## src/rbf_pkg.sv

```systemverilog
// ----------------------------------------------------------------------------
// rbf_pkg
// types and constants shared by the receive byte fifo modules
// ----------------------------------------------------------------------------
package rbf_pkg;

    // default store depth in bytes
    localparam int RBF_DEPTH = 1024;

    // request field widths
    localparam int ACTION_W = 3;
    localparam int BYTE_W   = 8;
    localparam int AMOUNT_W = 11;
    localparam int FILL_W   = 11;

    // packed stream widths (padded to whole bytes)
    localparam int S_TDATA_W = 24;
    localparam int M_TDATA_W = 24;

    // action codes
    typedef enum logic [ACTION_W-1:0] {
        ACT_PUSH    = 3'd0,
        ACT_POP     = 3'd1,
        ACT_PEEK    = 3'd2,
        ACT_DISCARD = 3'd3,
        ACT_CLEAR   = 3'd4
    } rbf_action_t;

    // result of one request, known at acceptance except the read byte
    typedef struct packed {
        logic              rd;    // byte comes from the store
        logic              ok;
        logic [FILL_W-1:0] fill;
    } rbf_resp_t;

endpackage

```

## src/rbf_ctrl.sv

```systemverilog
// ----------------------------------------------------------------------------
// rbf_ctrl
// read/write indices, fill count and store access for each request
// ----------------------------------------------------------------------------
module rbf_ctrl import rbf_pkg::*; #(
    parameter int DEPTH = RBF_DEPTH
) (
    input  logic                     aclk,
    input  logic                     aresetn,
    input  logic                     accept,
    input  logic [ACTION_W-1:0]      action,
    input  logic [AMOUNT_W-1:0]      amount,
    output logic                     mem_we,
    output logic [$clog2(DEPTH)-1:0] mem_waddr,
    output logic                     mem_re,
    output logic [$clog2(DEPTH)-1:0] mem_raddr,
    output rbf_resp_t                resp
);

    localparam int AW = $clog2(DEPTH);
    localparam int CW = $clog2(DEPTH + 1);
    localparam int SW = AW + 1;
    localparam int WW = (CW > AMOUNT_W) ? CW : AMOUNT_W;

    logic [AW-1:0] rd_idx_reg, rd_idx_next;
    logic [AW-1:0] wr_idx_reg, wr_idx_next;
    logic [CW-1:0] count_reg, count_next;

    logic          full, empty, amt_below;
    logic [CW-1:0] drop_n;
    logic [SW-1:0] off_sum, drop_sum;
    logic [AW-1:0] peek_addr, drop_idx, wr_inc, rd_inc;

    // status of the held bytes
    assign full      = (count_reg == CW'(DEPTH));
    assign empty     = (count_reg == '0);
    assign amt_below = (WW'(amount) < WW'(count_reg));
    assign drop_n    = amt_below ? CW'(amount) : count_reg;

    // wrapped index arithmetic, the sums in use stay below twice the depth
    always_comb begin
        off_sum  = SW'(rd_idx_reg) + SW'(amount);
        drop_sum = SW'(rd_idx_reg) + SW'(drop_n);
        peek_addr = (off_sum  >= SW'(DEPTH)) ? AW'(off_sum  - SW'(DEPTH)) : AW'(off_sum);
        drop_idx  = (drop_sum >= SW'(DEPTH)) ? AW'(drop_sum - SW'(DEPTH)) : AW'(drop_sum);
        wr_inc = (wr_idx_reg == AW'(DEPTH - 1)) ? '0 : wr_idx_reg + 1'b1;
        rd_inc = (rd_idx_reg == AW'(DEPTH - 1)) ? '0 : rd_idx_reg + 1'b1;
    end

    // decode the request
    always_comb begin
        rd_idx_next = rd_idx_reg;
        wr_idx_next = wr_idx_reg;
        count_next  = count_reg;
        mem_we      = 1'b0;
        mem_re      = 1'b0;
        mem_raddr   = rd_idx_reg;
        resp.rd     = 1'b0;
        resp.ok     = 1'b0;
        case (action)
            ACT_PUSH: begin
                if (!full) begin
                    mem_we      = accept;
                    wr_idx_next = wr_inc;
                    count_next  = count_reg + 1'b1;
                    resp.ok     = 1'b1;
                end
            end
            ACT_POP: begin
                if (!empty) begin
                    mem_re      = accept;
                    rd_idx_next = rd_inc;
                    count_next  = count_reg - 1'b1;
                    resp.rd     = 1'b1;
                    resp.ok     = 1'b1;
                end
            end
            ACT_PEEK: begin
                if (amt_below) begin
                    mem_re    = accept;
                    mem_raddr = peek_addr;
                    resp.rd   = 1'b1;
                    resp.ok   = 1'b1;
                end
            end
            ACT_DISCARD: begin
                rd_idx_next = drop_idx;
                count_next  = count_reg - drop_n;
                resp.ok     = 1'b1;
            end
            ACT_CLEAR: begin
                rd_idx_next = '0;
                wr_idx_next = '0;
                count_next  = '0;
                resp.ok     = 1'b1;
            end
            default: begin
            end
        endcase
        resp.fill = FILL_W'(count_next);
    end

    assign mem_waddr = wr_idx_reg;

    // pointer and count registers
    always_ff @(posedge aclk) begin
        if (!aresetn) begin
            rd_idx_reg <= '0;
            wr_idx_reg <= '0;
            count_reg  <= '0;
        end else if (accept) begin
            rd_idx_reg <= rd_idx_next;
            wr_idx_reg <= wr_idx_next;
            count_reg  <= count_next;
        end
    end

endmodule

```

## config.mk

```make
export PLATFORM = sky130hd
export DESIGN_NAME = rbf_ctrl
export DESIGN_NICKNAME = d
export VERILOG_FILES = /design/src/rbf_pkg.sv /design/src/rbf_ctrl.sv
export SDC_FILE = /design/constraint.sdc
export NUM_CORES = 1
export LEC_CHECK = 0
export ABC_AREA = 1
export BUFFER_PORTS_ARGS = -buffer_cell sky130_fd_sc_hd__buf_2
export CAP_MARGIN = 20
export CORE_MARGIN = 4
export CORE_UTILIZATION = 60
export DETAILED_ROUTE_END_ITERATION = 8
export GPL_TIMING_DRIVEN = 1
export PLACE_DENSITY = 0.94
export RECOVER_POWER = 50
export SLEW_MARGIN = 20
export SYNTH_ARGS = -nofsm -noshare
export SYNTH_HDL_FRONTEND = slang
export SYNTH_SLANG_ARGS = --single-unit
```

## constraint.sdc

```tcl
create_clock -name aclk -period 4.25 [get_ports aclk]
set_input_delay 0.6375 -clock aclk [delete_from_list [all_inputs] [get_ports aclk]]
set_output_delay 0.6375 -clock aclk [all_outputs]
set_load 0.005 [all_outputs]
```

# --- Word-level counts from Yosys, hierarchy flattened ---
# Cells that the tools add are included.
op_classes:
  add_sub_neg: 9
  magnitude_cmp: 3
  eq_ne: 9
  muxes: 24
  n_reduce_logical: 7
ops:
  columns: ["op", "n"]
  rows:
  - ["10-bit 2-to-1 mux", 8]
  - ["11-bit case mux with 4 select lines", 1]
  - ["11-bit 2-to-1 mux", 3]
  - ["10-bit case mux with 3 select lines", 1]
  - ["10-bit by 11-bit adder with 11-bit output", 2]
  - ["11-bit greater-or-equal comparator (second input constant)", 2]
  - ["10-bit by 1-bit adder with 10-bit output (second input constant)", 2]
  - ["10-bit equality test (second input constant)", 2]
  - ["10-bit case mux with 2 select lines", 1]
  - ["10-bit by 1-bit subtractor with 10-bit output (second input constant)", 2]
  - ["11-bit by 1-bit adder with 11-bit output (second input constant)", 1]
  - ["11-bit equality test (second input constant)", 1]
  - ["11-bit zero test", 1]
  - ["11-bit < comparator", 1]
  - ["11-bit by 1-bit subtractor with 11-bit output (second input constant)", 1]
  - ["11-bit subtractor", 1]
  - ["3-bit by 2-bit equality test with 1-bit output (second input constant)", 2]
  - ["3-bit AND reduction", 2]
  - ["1-bit 2-to-1 mux", 5]
  - ["2-bit 2-to-1 mux", 2]
  - ["2-bit inequality test (second input constant)", 2]
  - ["1-bit case mux with 2 select lines", 2]
  - ["1-bit case mux with 4 select lines", 1]
  - ["3-bit by 1-bit equality test with 1-bit output (second input constant)", 1]
  - ["5 further kinds", 5]
word_totals:
  reg_bits: 31
  out_inout_bits: 35

# --- Longest topological paths before layout ---
# Gate-level depths: netlist of the first run.
depth:
  depth_word: 6
  ltp_mapped: 25
  ltp_nobuf: 24

# --- Worst setup path after synthesis of the first run ---
# OpenSTA, ideal clock, no wires.
synth_path:
  kind: "input-to-output"
  start: "input amount[10]"
  end: "output resp[8] in the netlist's numbering"
  arrival_ns: 3.060
  t_required_ns: 3.612
  setup_slack_ns: 0.552
  path_stages: 17
  cell_sequence: "ha_1 -> a21o_1 -> nor2_1 -> nand3_1 -> buf_2 -> buf_2 -> nand2_1 -> o21ai_0 -> fa_1 -> inv_1 -> nand3_1 -> nand2_1 -> nand2_1 -> o211ai_1 -> a21oi_1 -> o21ai_0 -> nand3_1"
synth_lines:
  columns: ["element", "line", "text"]
  rows:
  - ["from (decl)", "rbf_ctrl.sv:12", "input logic [AMOUNT_W-1:0] amount,"]
  - ["to (decl)", "rbf_ctrl.sv:17", "output rbf_resp_t resp"]

==> results of run 1 <==
[cells by family (layout without fill, tap and decap cells)]
group           count (synthesis)  after routing  synth area share (%)
buf+inv                       123            188                  11.9
flops                          31             31                  14.6
xor+xnor                       10             10                  2.06
simple gates                  330            330                  36.5
compound gates                163            163                  20.9
fa+ha+maj                      46             46                  14.0
[cells in the final DEF (no fill, tap or decap), types with 6 or more instances in the layout]
master | netlist | final
nand4_1 | 21 | 21
nor3_1 | 13 | 13
inv_2 | 4 | 7
a21oi_1 | 60 | 60
a31oi_1 | 9 | 9
dfxtp_1 | 31 | 29
nand3_1 | 53 | 53
inv_1 | 101 | 98
o21ai_0 | 66 | 58
clkbuf_8 | 0 | 6
buf_4 | 1 | 21
xor2_1 | 9 | 9
nand2_1 | 151 | 151
o21ai_1 | 7 | 14
ha_1 | 43 | 39
clkbuf_1 | 2 | 8
buf_2 | 8 | 43
nor2_1 | 52 | 52
[Yosys cell counts (6+ instances only)]
master,count
nand4_1,21
nor3_1,13
dfxtp_1,31
nand3_1,53
a31oi_1,9
o21ai_1,7
nand2_1,151
ha_1,43
buf_2,8
xor2_1,9
o21ai_0,66
inv_1,101
nor2_4,6
nor2_1,52
a21oi_1,60
[worst reg2reg max path, delay by kind of cell, from the launching register on]
family / cells / cell delay (ns)
buffers and inverters: 4 / 0.40
flip-flops: 1 / 0.34
AND/OR/NAND/NOR: 8 / 0.76
adder cells (fa/ha/maj): 3 / 0.90
AO/OA/AOI/OAI: 6 / 0.78
[where the power goes]
part           internal [mW]  leakage (nW)  switching [mW]  total, mW
combinational          0.233          2.10           0.417      0.651
clock                  0.190        0.0612           0.138      0.329
sequential             0.306         0.255          0.0219      0.328
total                  0.729          2.42           0.578       1.31
[cell type report]
type | count | area (sq um) | area share (%)
inverter | 107 | 403 | 8.32
multi-input combinational | 549 | 3160 | 65.3
sequential | 31 | 626 | 12.9
tap | 96 | 120 | 2.48
timing repair buffer | 73 | 414 | 8.56
clock inverter | 2 | 35.0 | 0.724
clock buffer | 6 | 82.6 | 1.71
[worst min path at each step]
stage	start	endpoint	slack, ns	cells after the start
after floorplan	mem_waddr[4]	mem_waddr[4]	0.46	2
after global placement	mem_waddr[4]	mem_waddr[4]	0.46	2
after detailed placement	mem_waddr[1]	mem_waddr[1]	0.50	2
after CTS	mem_waddr[1]	mem_waddr[1]	0.51	2
after global routing	mem_waddr[1]	mem_waddr[1]	0.54	2
final	mem_waddr[1]	mem_waddr[1]	0.51	2
[per-layer routing]
layer  track usage [%]  share of wire [%]  vias to the layer above
li1                  -                  -                     2483
met1              41.9                 40                     2362
met2              55.3                 45                      354
met3              5.41                 11                       68
met4              17.3                4.6                        0
met5                 0                  0                        -
[per-stage QoR]
stage	hold slack, ns	TNS (ns)
2_1_floorplan	0.465	0
3_3_place_gp	0.458	0
3_5_place_dp	0.498	-0.0853
4_1_cts	0.508	0
5_1_grt	0.536	-0.0448
6_report	0.510	0
[repair_timing]
action                     4_1_cts  5_1_grt
pin swaps                        0        2
setup endpoints to repair        8        9
gates cloned                     0        0
buffers inserted                 0        1
resized for setup                5       21
==> reports/metrics.csv, run 1 <==
stage,metric,value,unit
pwr,cellPowerDensity,270,nW/um^2
outcome,outcome,completed,
critical_path,path_buf_inv,5,
final_layout,largest_reg_flops,11,
sta,slew_viol_final,0,
critical_path,cp.arrival,3.46,ns
critical_path,rr_startpoint,count_reg[1],
place,place_area,4690,sq um
routing,wirelength,14500,um
sta,min_period_over_period,96.5,%
clocking,root_buffer,clkbuf_8,
critical_path,path_cells,"buf_2, ha_1, nand2_1, inv_1, nand2_1, nand2_1, nand2_1, nand3_4, buf_6, o21ai_0, inv_1, ha_1, nand2_1, nor2_1, nand3_1, nand3_1, o21ai_0, nand3_1, nand3_1, buf_2",
routing,dr.pass1.iters,6,
sta,setup_viol,0,
critical_path,cp_common_cell,nand2_1,
floorplan,die_area,8510,sq um
critical_path,cp.required,3.61,ns
job,cap_violations,0,
critical_path,cp-startpoint,amount[6],
critical_path,crit_path_start_kind,input pin,
critical_path,worst_r2r_endpoint,count_reg[8],
pwr,power.total,1.31,mW
clocking,clkTransAtPathRegs,0.07,ns
clocking,htreeDepth,2,
clocking,tritoncts,built,
final_layout,instances_no_fill,864,
clocking,clkLatencyLatePin,0.31,ns
routing,routed-via-count,5267,
clocking,clockBufferDepth,2,
floorplan,initial_core_util,62.3,%
final_layout,layout-drive-gt1-share,15.8,%
final_layout,final_core_util,70.9,%
logic_synthesis,yosys.cell_types.count,50,
sta,fin_crit,4.10,ns
place,place_ws,-0.0838,ns
logic_synthesis,synth_edf_count,0,
clocking,cts-hold-fix-buffers,0,
sta,tightestPinTransition,0.518,ns
grt,grt_pass1_vias,4982,
critical_path,crit_slowest_cell,ha_1,
final_layout,area_growth_syn_to_layout,13.7,%
grt,grt_overflow,0,
critical_path,worst-path-stages,20,
grt,grtUsageTotal,33.5,%
grt,grt_antenna_before_repair,0,
sta,fin_skew,0.0133,ns
floorplan,core,6830,sq um
critical_path,max_stage_delay,0.37,ns
logic_synthesis,synth_area_leader_cell,dfxtp_1,
place,io_buffers,51,
floorplan,die_w,92.3,um
sta,relSlewSlack,65.4,%
grt,grt_pass1_wl,23100,um
floorplan,rows,30,
logic_synthesis,syn-cell-area,4260,sq um
critical_path,crit_type,in2out,
clocking,cts.sinks,31,
routing,drt_iter0_drc,656,
clocking,cts_buffers,5,
final_layout,stdcell_area,4840,sq um
sta,hold_violations,0,
critical_path,cp-end-kind,output pin,
worst_hold_path,hold_class,reg2reg,
routing,drc_errors,0,
critical_path,worstSetupEndpoint,resp[10],
logic_synthesis,netlist_instances,703,
pwr,power.leakage,2.42,nW
place,placed_cells,855,
routing,vias_per_cell,6.10,
logic_synthesis,avgSynthCellArea,6.06,sq um
grt,grt_max_degree,20,
pwr,ir_drop,0.166,mV
place,hpwl,11200,um
critical_path,crit_family,simple AND/OR/NAND/NOR gates,
critical_path,r2r_cells,21,
place,gp_congestion,1.06,
logic_synthesis,ys_seq_area_share,14.6,%
logic_synthesis,syn-num-nets,766,
logic_synthesis,synth-main-ff-cell,dfxtp_1,
logic_synthesis,synth_seq_cells,31,
final_layout,fill_cells,594,
sta,fmax,244,MHz
critical_path,worst-path-max-fanout,16,
final_layout,fin_nets,830,
logic_synthesis,yosysWarnings,0,
routing,routedWlPerCell,16.8,um
logic_synthesis,async_flop_share,0,%
floorplan,die_height,92.3,um
critical_path,r2r_slack,0.97,ns
sta,fin_ws,0.151,ns
floorplan,pin_count,52,
routing,antenna_left,0,
final_layout,antenna_cells,0,
logic_synthesis,synth.top_cell.area_share,14.6,%
logic_synthesis,synth_area_leaders,"dfxtp_1 15%, nand2_1 13%, ha_1 13%",
No activity file was read; power rests on OpenSTA's default activity.
==> inputs of run 2 (changes only) <==
RECOVER_POWER = unset   (was 50)
==> run 2 against run 1 <==
Worst hold slack is essentially flat; worst setup slack lost 0.0027 ns; cell count is the same; global-route usage is the same; via count grew 0.53%; first-iteration DRC count shrank 1.2%; die area is the same; non-clock buffer count is the same; sequential share of layout area shrank 0.080 points; combinational power is essentially flat; utilization grew 0.44 points; register-to-register slack is essentially flat; highest routed layer unchanged.
==> reports/metrics.csv, run 2 (same netlist as run 1, synthesis figures left out) <==
stage,metric,value,unit
outcome,outcome,completed,
routing,drt_iter0_drc,648,
routing,routed-via-count,5295,
grt,grt_max_degree,20,
sta,fin_crit,4.10,ns
final_layout,regArea,626,sq um
clocking,cts_buffers,5,
floorplan,initial_core_util,62.3,%
clocking,cts.sinks,31,
grt,grt_antenna_before_repair,0,
grt,grt_overflow,0,
critical_path,cp.required,3.61,ns
final_layout,mostFrequentLayoutCells,"150 x nand2_1, 98 x inv_1, 60 x a21oi_1",
routing,vias_per_cell,6.13,
place,place_ws,-0.0838,ns
final_layout,layout-drive-gt1-share,17.3,%
floorplan,die_w,92.3,um
floorplan,die_height,92.3,um
critical_path,crit_slowest_cell,fa_2,
sta,fin_skew,0.0164,ns
routing,drc_errors,0,
final_layout,layout_commonest_cell,nand2_1,
final_layout,antenna_cells,0,
critical_path,r2r_slack,0.96,ns
place,hpwl,11200,um
sta,relSlewSlack,63.5,%
final_layout,fin_nets,830,
pwr,cellPowerDensity,269,nW/um^2
routing,wirelength,14600,um
place,place_area,4690,sq um
critical_path,cp.arrival,3.46,ns
final_layout,instances_no_fill,864,
critical_path,crit_type,in2out,
sta,tightestPinTransition,0.546,ns
clocking,tritoncts,built,
floorplan,rows,30,
critical_path,cp_common_cell,nand2_1,
critical_path,crit_path_start_kind,input pin,
clocking,htreeDepth,2,
final_layout,area_growth_syn_to_layout,14.4,%
place,placed_cells,855,
grt,grt_pass1_wl,23100,um
floorplan,core,6830,sq um
critical_path,cp-startpoint,amount[9],
worst_hold_path,hold_path_depth,2,
pwr,ir_drop,0.166,mV
place,io_buffers,51,
critical_path,path_buf_inv,4,
critical_path,rr_startpoint,count_reg[1],
clocking,root_buffer,clkbuf_8,
sta,hold_violations,0,
critical_path,max_stage_delay,0.37,ns
sta,fmax,244,MHz
sta,setup_viol,0,
critical_path,worst_r2r_endpoint,count_reg[8],
critical_path,cp-end-kind,output pin,
pwr,power.leakage,2.45,nW
job,cap_violations,0,
grt,grtUsageTotal,33.5,%
critical_path,r2r_cells,21,
worst_hold_path,hold_end,mem_waddr[1],
routing,dr.pass1.iters,7,
routing,antenna_left,0,
routing,routedWlPerCell,16.9,um
final_layout,fill_cells,584,
place,gp_congestion,1.06,
critical_path,worst-path-max-fanout,6,
final_layout,multi_input_area,3180,sq um
final_layout,stdcell_area,4870,sq um
critical_path,path_cells,"buf_2, ha_1, nand2_1, nor2_1, and2_1, nand2_2, nand3_4, inv_1, nand2_1, o21ai_2, ha_2, fa_2, inv_1, nand3_1, nand2_1, nand2_1, o211ai_1, a21oi_1, o21ai_0, nand3_1, buf_2",
clocking,cts-hold-fix-buffers,0,
clocking,clkLatencyLatePin,0.31,ns
final_layout,final_core_util,71.3,%
sta,min_period_over_period,96.5,%
worst_hold_path,hold_class,reg2reg,
clocking,clkTransAtPathRegs,0.07,ns
floorplan,pin_count,52,
critical_path,crit_family,simple AND/OR/NAND/NOR gates,
floorplan,die_area,8510,sq um
sta,slew_viol_final,0,
final_layout,largest_reg_flops,11,
pwr,power.total,1.31,mW
worst_hold_path,hp-start,mem_waddr[1],
grt,grt_pass1_vias,4982,
sta,fin_ws,0.148,ns
clocking,clockBufferDepth,2,
==> run 2: cell types whose count changed in the layout (fill, tap and decap cells not counted), sizes merged <==
cell,before,now
buf,65,73
clkbuf,14,6
==> run 2: how the worst max path moves through the flow <==
stage / endpoint / cells after the start / slack (ns)
finish: resp[8] / 21 / 0.15
global route: resp[10] / 20 / -0.02
CTS: resp[8] / 21 / 0.009
detailed placement: resp[8] / 21 / -0.08
global placement: resp[6] / 17 / 0.09
floorplan: resp[8] / 17 / 0.55
==> run 2: layer usage <==
metal,vias to the layer above,share of wire [%],wire (um),global-route usage [%]
li1,2481,-,-,-
met3,81,12,1700,5.41
met4,0,5.0,724,17.3
met2,366,44,6480,55.3
met1,2367,39,5680,41.9
met5,-,0,0,0
==> run 2: worst register-to-register path, cell delays in order (launching register included) <==
cell	delay, ns
dfxtp_1	0.34
inv_1	0.14
ha_1	0.31
nand2_1	0.04
o21ai_0	0.22
nand2_2	0.13
nand3_4	0.12
inv_1	0.10
nand2_1	0.08
o21ai_2	0.09
ha_2	0.22
fa_2	0.37
inv_1	0.11
nand3_1	0.07
nand2_1	0.11
nand2_1	0.06
o211ai_1	0.11
a21oi_1	0.11
o21ai_0	0.11
nand3_1	0.15
o21ai_1	0.14
inv_1	0.05
==> run 2: layout make-up <==
type	count	share of cell area, %
clock buffer	6	1.70
clock inverter	2	0.719
inverter	107	8.27
multi-input combinational	549	65.3
sequential	31	12.8
tap	96	2.47
timing repair buffer	73	8.71
==> run 2: through the flow <==
stage	hold slack, ns	TNS (ns)
after floorplan	0.465	0
after global placement	0.458	0
after detailed placement	0.498	-0.0853
after CTS	0.508	0
after global routing	0.536	-0.0448
final	0.510	0
==> run 2: repair_timing <==
| item | 4_1_cts | 5_1_grt |
|---|---|---|
| resized for setup | 5 | 21 |
| setup endpoints to repair | 8 | 9 |
| endpoints found under the hold margin | 0 | 0 |
| pin swaps | 0 | 2 |
| buffers inserted | 0 | 1 |
==> run 2: power breakdown <==
part           switching (mW)  internal, mW  leakage [nW]  total [mW]
Combinational           0.419         0.235          2.14       0.654
Sequential             0.0222         0.306         0.255       0.328
Clock                   0.139         0.190        0.0612       0.329
Total                   0.580         0.731          2.45        1.31
==> inputs of run 3 (changes only) <==
ABC_AREA = unset   (was 1)
clock period = 5 ns   (was 4.25 ns; I/O delays follow)
==> run 3 against run 2 <==
Cell count shrank 17%; flip-flop and latch count is the same; global-route usage shrank 1.3 points; clock power shrank 4%; critical endpoint is now resp[4]; via count shrank 5.7%; critical path type unchanged; power shrank 4.8%.
==> reports/metrics.csv, run 3 <==
stage,metric,value,unit
outcome,outcome,completed,
place,gp_congestion,0.977,
job,cap_violations,0,
logic_synthesis,synth_edf_count,0,
place,io_buffers,51,
routing,drt_iter0_drc,819,
worst_hold_path,hp-start,mem_waddr[1],
clocking,cts_buffers,5,
logic_synthesis,syn-num-nets,612,
worst_hold_path,hold_path_depth,2,
floorplan,die_w,90.2,um
critical_path,path_cells,"buf_8, ha_4, a2111oi_4, buf_4, o21ai_2, a221oi_2, nor2_2, mux2_4, ha_4, fa_2, nor2b_1, o21a_1, o21a_1, o21ai_2, a221oi_2, o31ai_1, a22o_1, buf_2",
logic_synthesis,synth.top_cell.area_share,15.3,%
critical_path,crit_type,in2out,
critical_path,crit_slowest_cell,fa_2,
logic_synthesis,syn-cell-area,4050,sq um
floorplan,die_height,90.2,um
grt,grt_max_degree,30,
critical_path,crit_path_start_kind,input pin,
critical_path,cp.arrival,4.25,ns
worst_hold_path,hold_class,reg2reg,
final_layout,area_growth_syn_to_layout,24.8,%
critical_path,path_buf_inv,3,
sta,min_period_over_period,100,%
logic_synthesis,netlist_instances,549,
floorplan,pin_count,52,
critical_path,r2r_slack,0.63,ns
sta,setup_viol,0,
final_layout,layout_commonest_cell,buf_4,
critical_path,worst-path-max-fanout,3,
floorplan,die_area,8140,sq um
floorplan,core,6460,sq um
critical_path,rr_startpoint,count_reg[9],
logic_synthesis,synthTopCellsByCount,"48 x nand2_1, 46 x a21oi_1, 43 x ha_1",
clocking,tritoncts,built,
clocking,root_buffer,clkbuf_8,
sta,fin_skew,0.00893,ns
routing,routedWlPerCell,20.3,um
logic_synthesis,synth_area_leaders,"dfxtp_1 15%, ha_1 13%, a21oi_1 5.7%",
pwr,cellPowerDensity,247,nW/um^2
sta,rsz0062_at_grt,yes,
logic_synthesis,async_flop_share,0,%
critical_path,r2r_cells,19,
sta,fin_crit,5.00,ns
critical_path,max_stage_delay,0.36,ns
final_layout,multi_input_area,3400,sq um
pwr,ir_drop,0.150,mV
grt,grt_antenna_before_repair,0,
logic_synthesis,ys_seq_area_share,15.3,%
worst_hold_path,hold_end,mem_waddr[1],
clocking,clockBufferDepth,2,
clocking,htreeDepth,2,
pwr,power.leakage,2.26,nW
clocking,cts.sinks,31,
sta,whs,0.534,ns
grt,grt_overflow,0,
final_layout,antenna_cells,0,
final_layout,largest_reg_flops,11,
final_layout,mostFrequentLayoutCells,"52 x buf_4, 50 x buf_2, 48 x nand2_1",
sta,relSlewSlack,42.4,%
grt,grt_pass1_wl,21900,um
logic_synthesis,synth_area_leader_cell,dfxtp_1,
grt,grtUsageTotal,32.2,%
final_layout,regArea,621,sq um
floorplan,initial_core_util,62.8,%
critical_path,cp.required,4.25,ns
logic_synthesis,synth-main-ff-cell,dfxtp_1,
sta,finalSetupTns,0,ns
critical_path,crit_family,compound AO/OA/AOI/OAI gates,
logic_synthesis,yosys.cell_types.count,72,
sta,fmax,200,MHz
sta,tightestPinTransition,0.864,ns
sta,hold_violations,0,
routing,dr.pass1.iters,7,
final_layout,fin_nets,699,
final_layout,final_core_util,78.4,%
routing,drc_errors,0,
routing,routed-via-count,4993,
logic_synthesis,avgSynthCellArea,7.38,sq um
routing,wirelength,14500,um
routing,antenna_left,0,
place,hpwl,9870,um
grt,grt_pass1_vias,4624,
critical_path,cp-end-kind,output pin,
final_layout,fill_cells,444,
floorplan,rows,29,
logic_synthesis,synth_seq_cells,31,
logic_synthesis,yosysWarnings,0,
final_layout,layout-drive-gt1-share,25.1,%
critical_path,worst_r2r_endpoint,rd_idx_reg[9],
clocking,cts-hold-fix-buffers,0,
clocking,clkLatencyLatePin,0.30,ns
clocking,clkTransAtPathRegs,0.07,ns
logic_synthesis,synth_most_common_cell,nand2_1,
routing,vias_per_cell,6.99,
sta,slew_viol_final,0,
[run 3: changes by cell type after synthesis, moves of 8 or more]
cell,before,now
clkbuf_1,2,23
nor2_1,52,35
nand4_1,21,8
o21ai_0,66,35
xor2_1,9,17
and3_1,0,8
nor2b_1,0,14
a21oi_1,60,46
xnor2_1,1,16
nand3_1,53,18
inv_1,101,31
nand2_1,151,48
o21ai_1,7,16
[run 3: cell families after synthesis]
family                     after synthesis  share of synthesized area [%]
adders and majority gates               46                           14.8
AOI/OAI and AO/OA                      186                           30.1
and+or+nand+nor                        183                           23.6
muxes                                   13                           3.55
xor gates and xnor gates                33                           7.13
DFF                                     31                           15.3
buffers and inverters                   57                           5.49
[run 3: area by class of cell]
cell class,count,area share [%]
multi-input combinational,461,67.1
clock buffer,6,1.43
sequential,31,12.3
inverter,31,2.30
timing repair buffer,106,13.8
tap,77,1.90
clock inverter,2,1.19
[run 3: power by group]
part | internal (mW) | total [mW] | leakage (nW) | switching [mW]
Combinational | 0.304 | 0.661 | 1.94 | 0.358
Sequential | 0.258 | 0.271 | 0.252 | 0.0135
Clock | 0.200 | 0.316 | 0.0654 | 0.116
[run 3: worst max-delay path by stage]
| stage | cells after the start | end | from |
|---|---|---|---|
| finish | 18 | resp[4] | amount[9] |
| global route | 19 | resp[10] | amount[9] |
| CTS | 19 | resp[10] | amount[10] |
| detailed placement | 18 | resp[4] | amount[9] |
| global placement | 18 | resp[4] | amount[9] |
| floorplan | 16 | resp[4] | amount[9] |
[run 3: worst min-delay path: cells and delay by family (launching register included)]
kind,cells,cell delay (ns)
flip-flops,1,0.35
AND/OR/NAND/NOR,1,0.08
AO/OA/AOI/OAI,1,0.06
[run 3: metal layers]
| metal | share of wire, % | track usage, % |
|---|---|---|
| met1 | 36 | 38.8 |
| met2 | 47 | 54.6 |
| met3 | 12 | 7.35 |
| met4 | 5.4 | 14.2 |
| met5 | 0 | 0 |
[run 3: per-stage QoR]
step	total power [mW]	instances	setup slack, ns	cell area [sq um]
final	1.25	714	0.00156	5060
after global routing	1.30	714	-0.158	5060
after CTS	1.15	707	0.0182	4860
after detailed placement	0.814	691	-0.304	4610
after global placement	0.794	691	-0.137	4610
after floorplan	0.629	549	0.0417	4060
[run 3: repair_timing]
action,4_1_cts,5_1_grt
pin swaps,4,16
buffers inserted,8,7
setup endpoints to repair,7,7
endpoints found under the hold margin,0,0
resized for setup,11,31
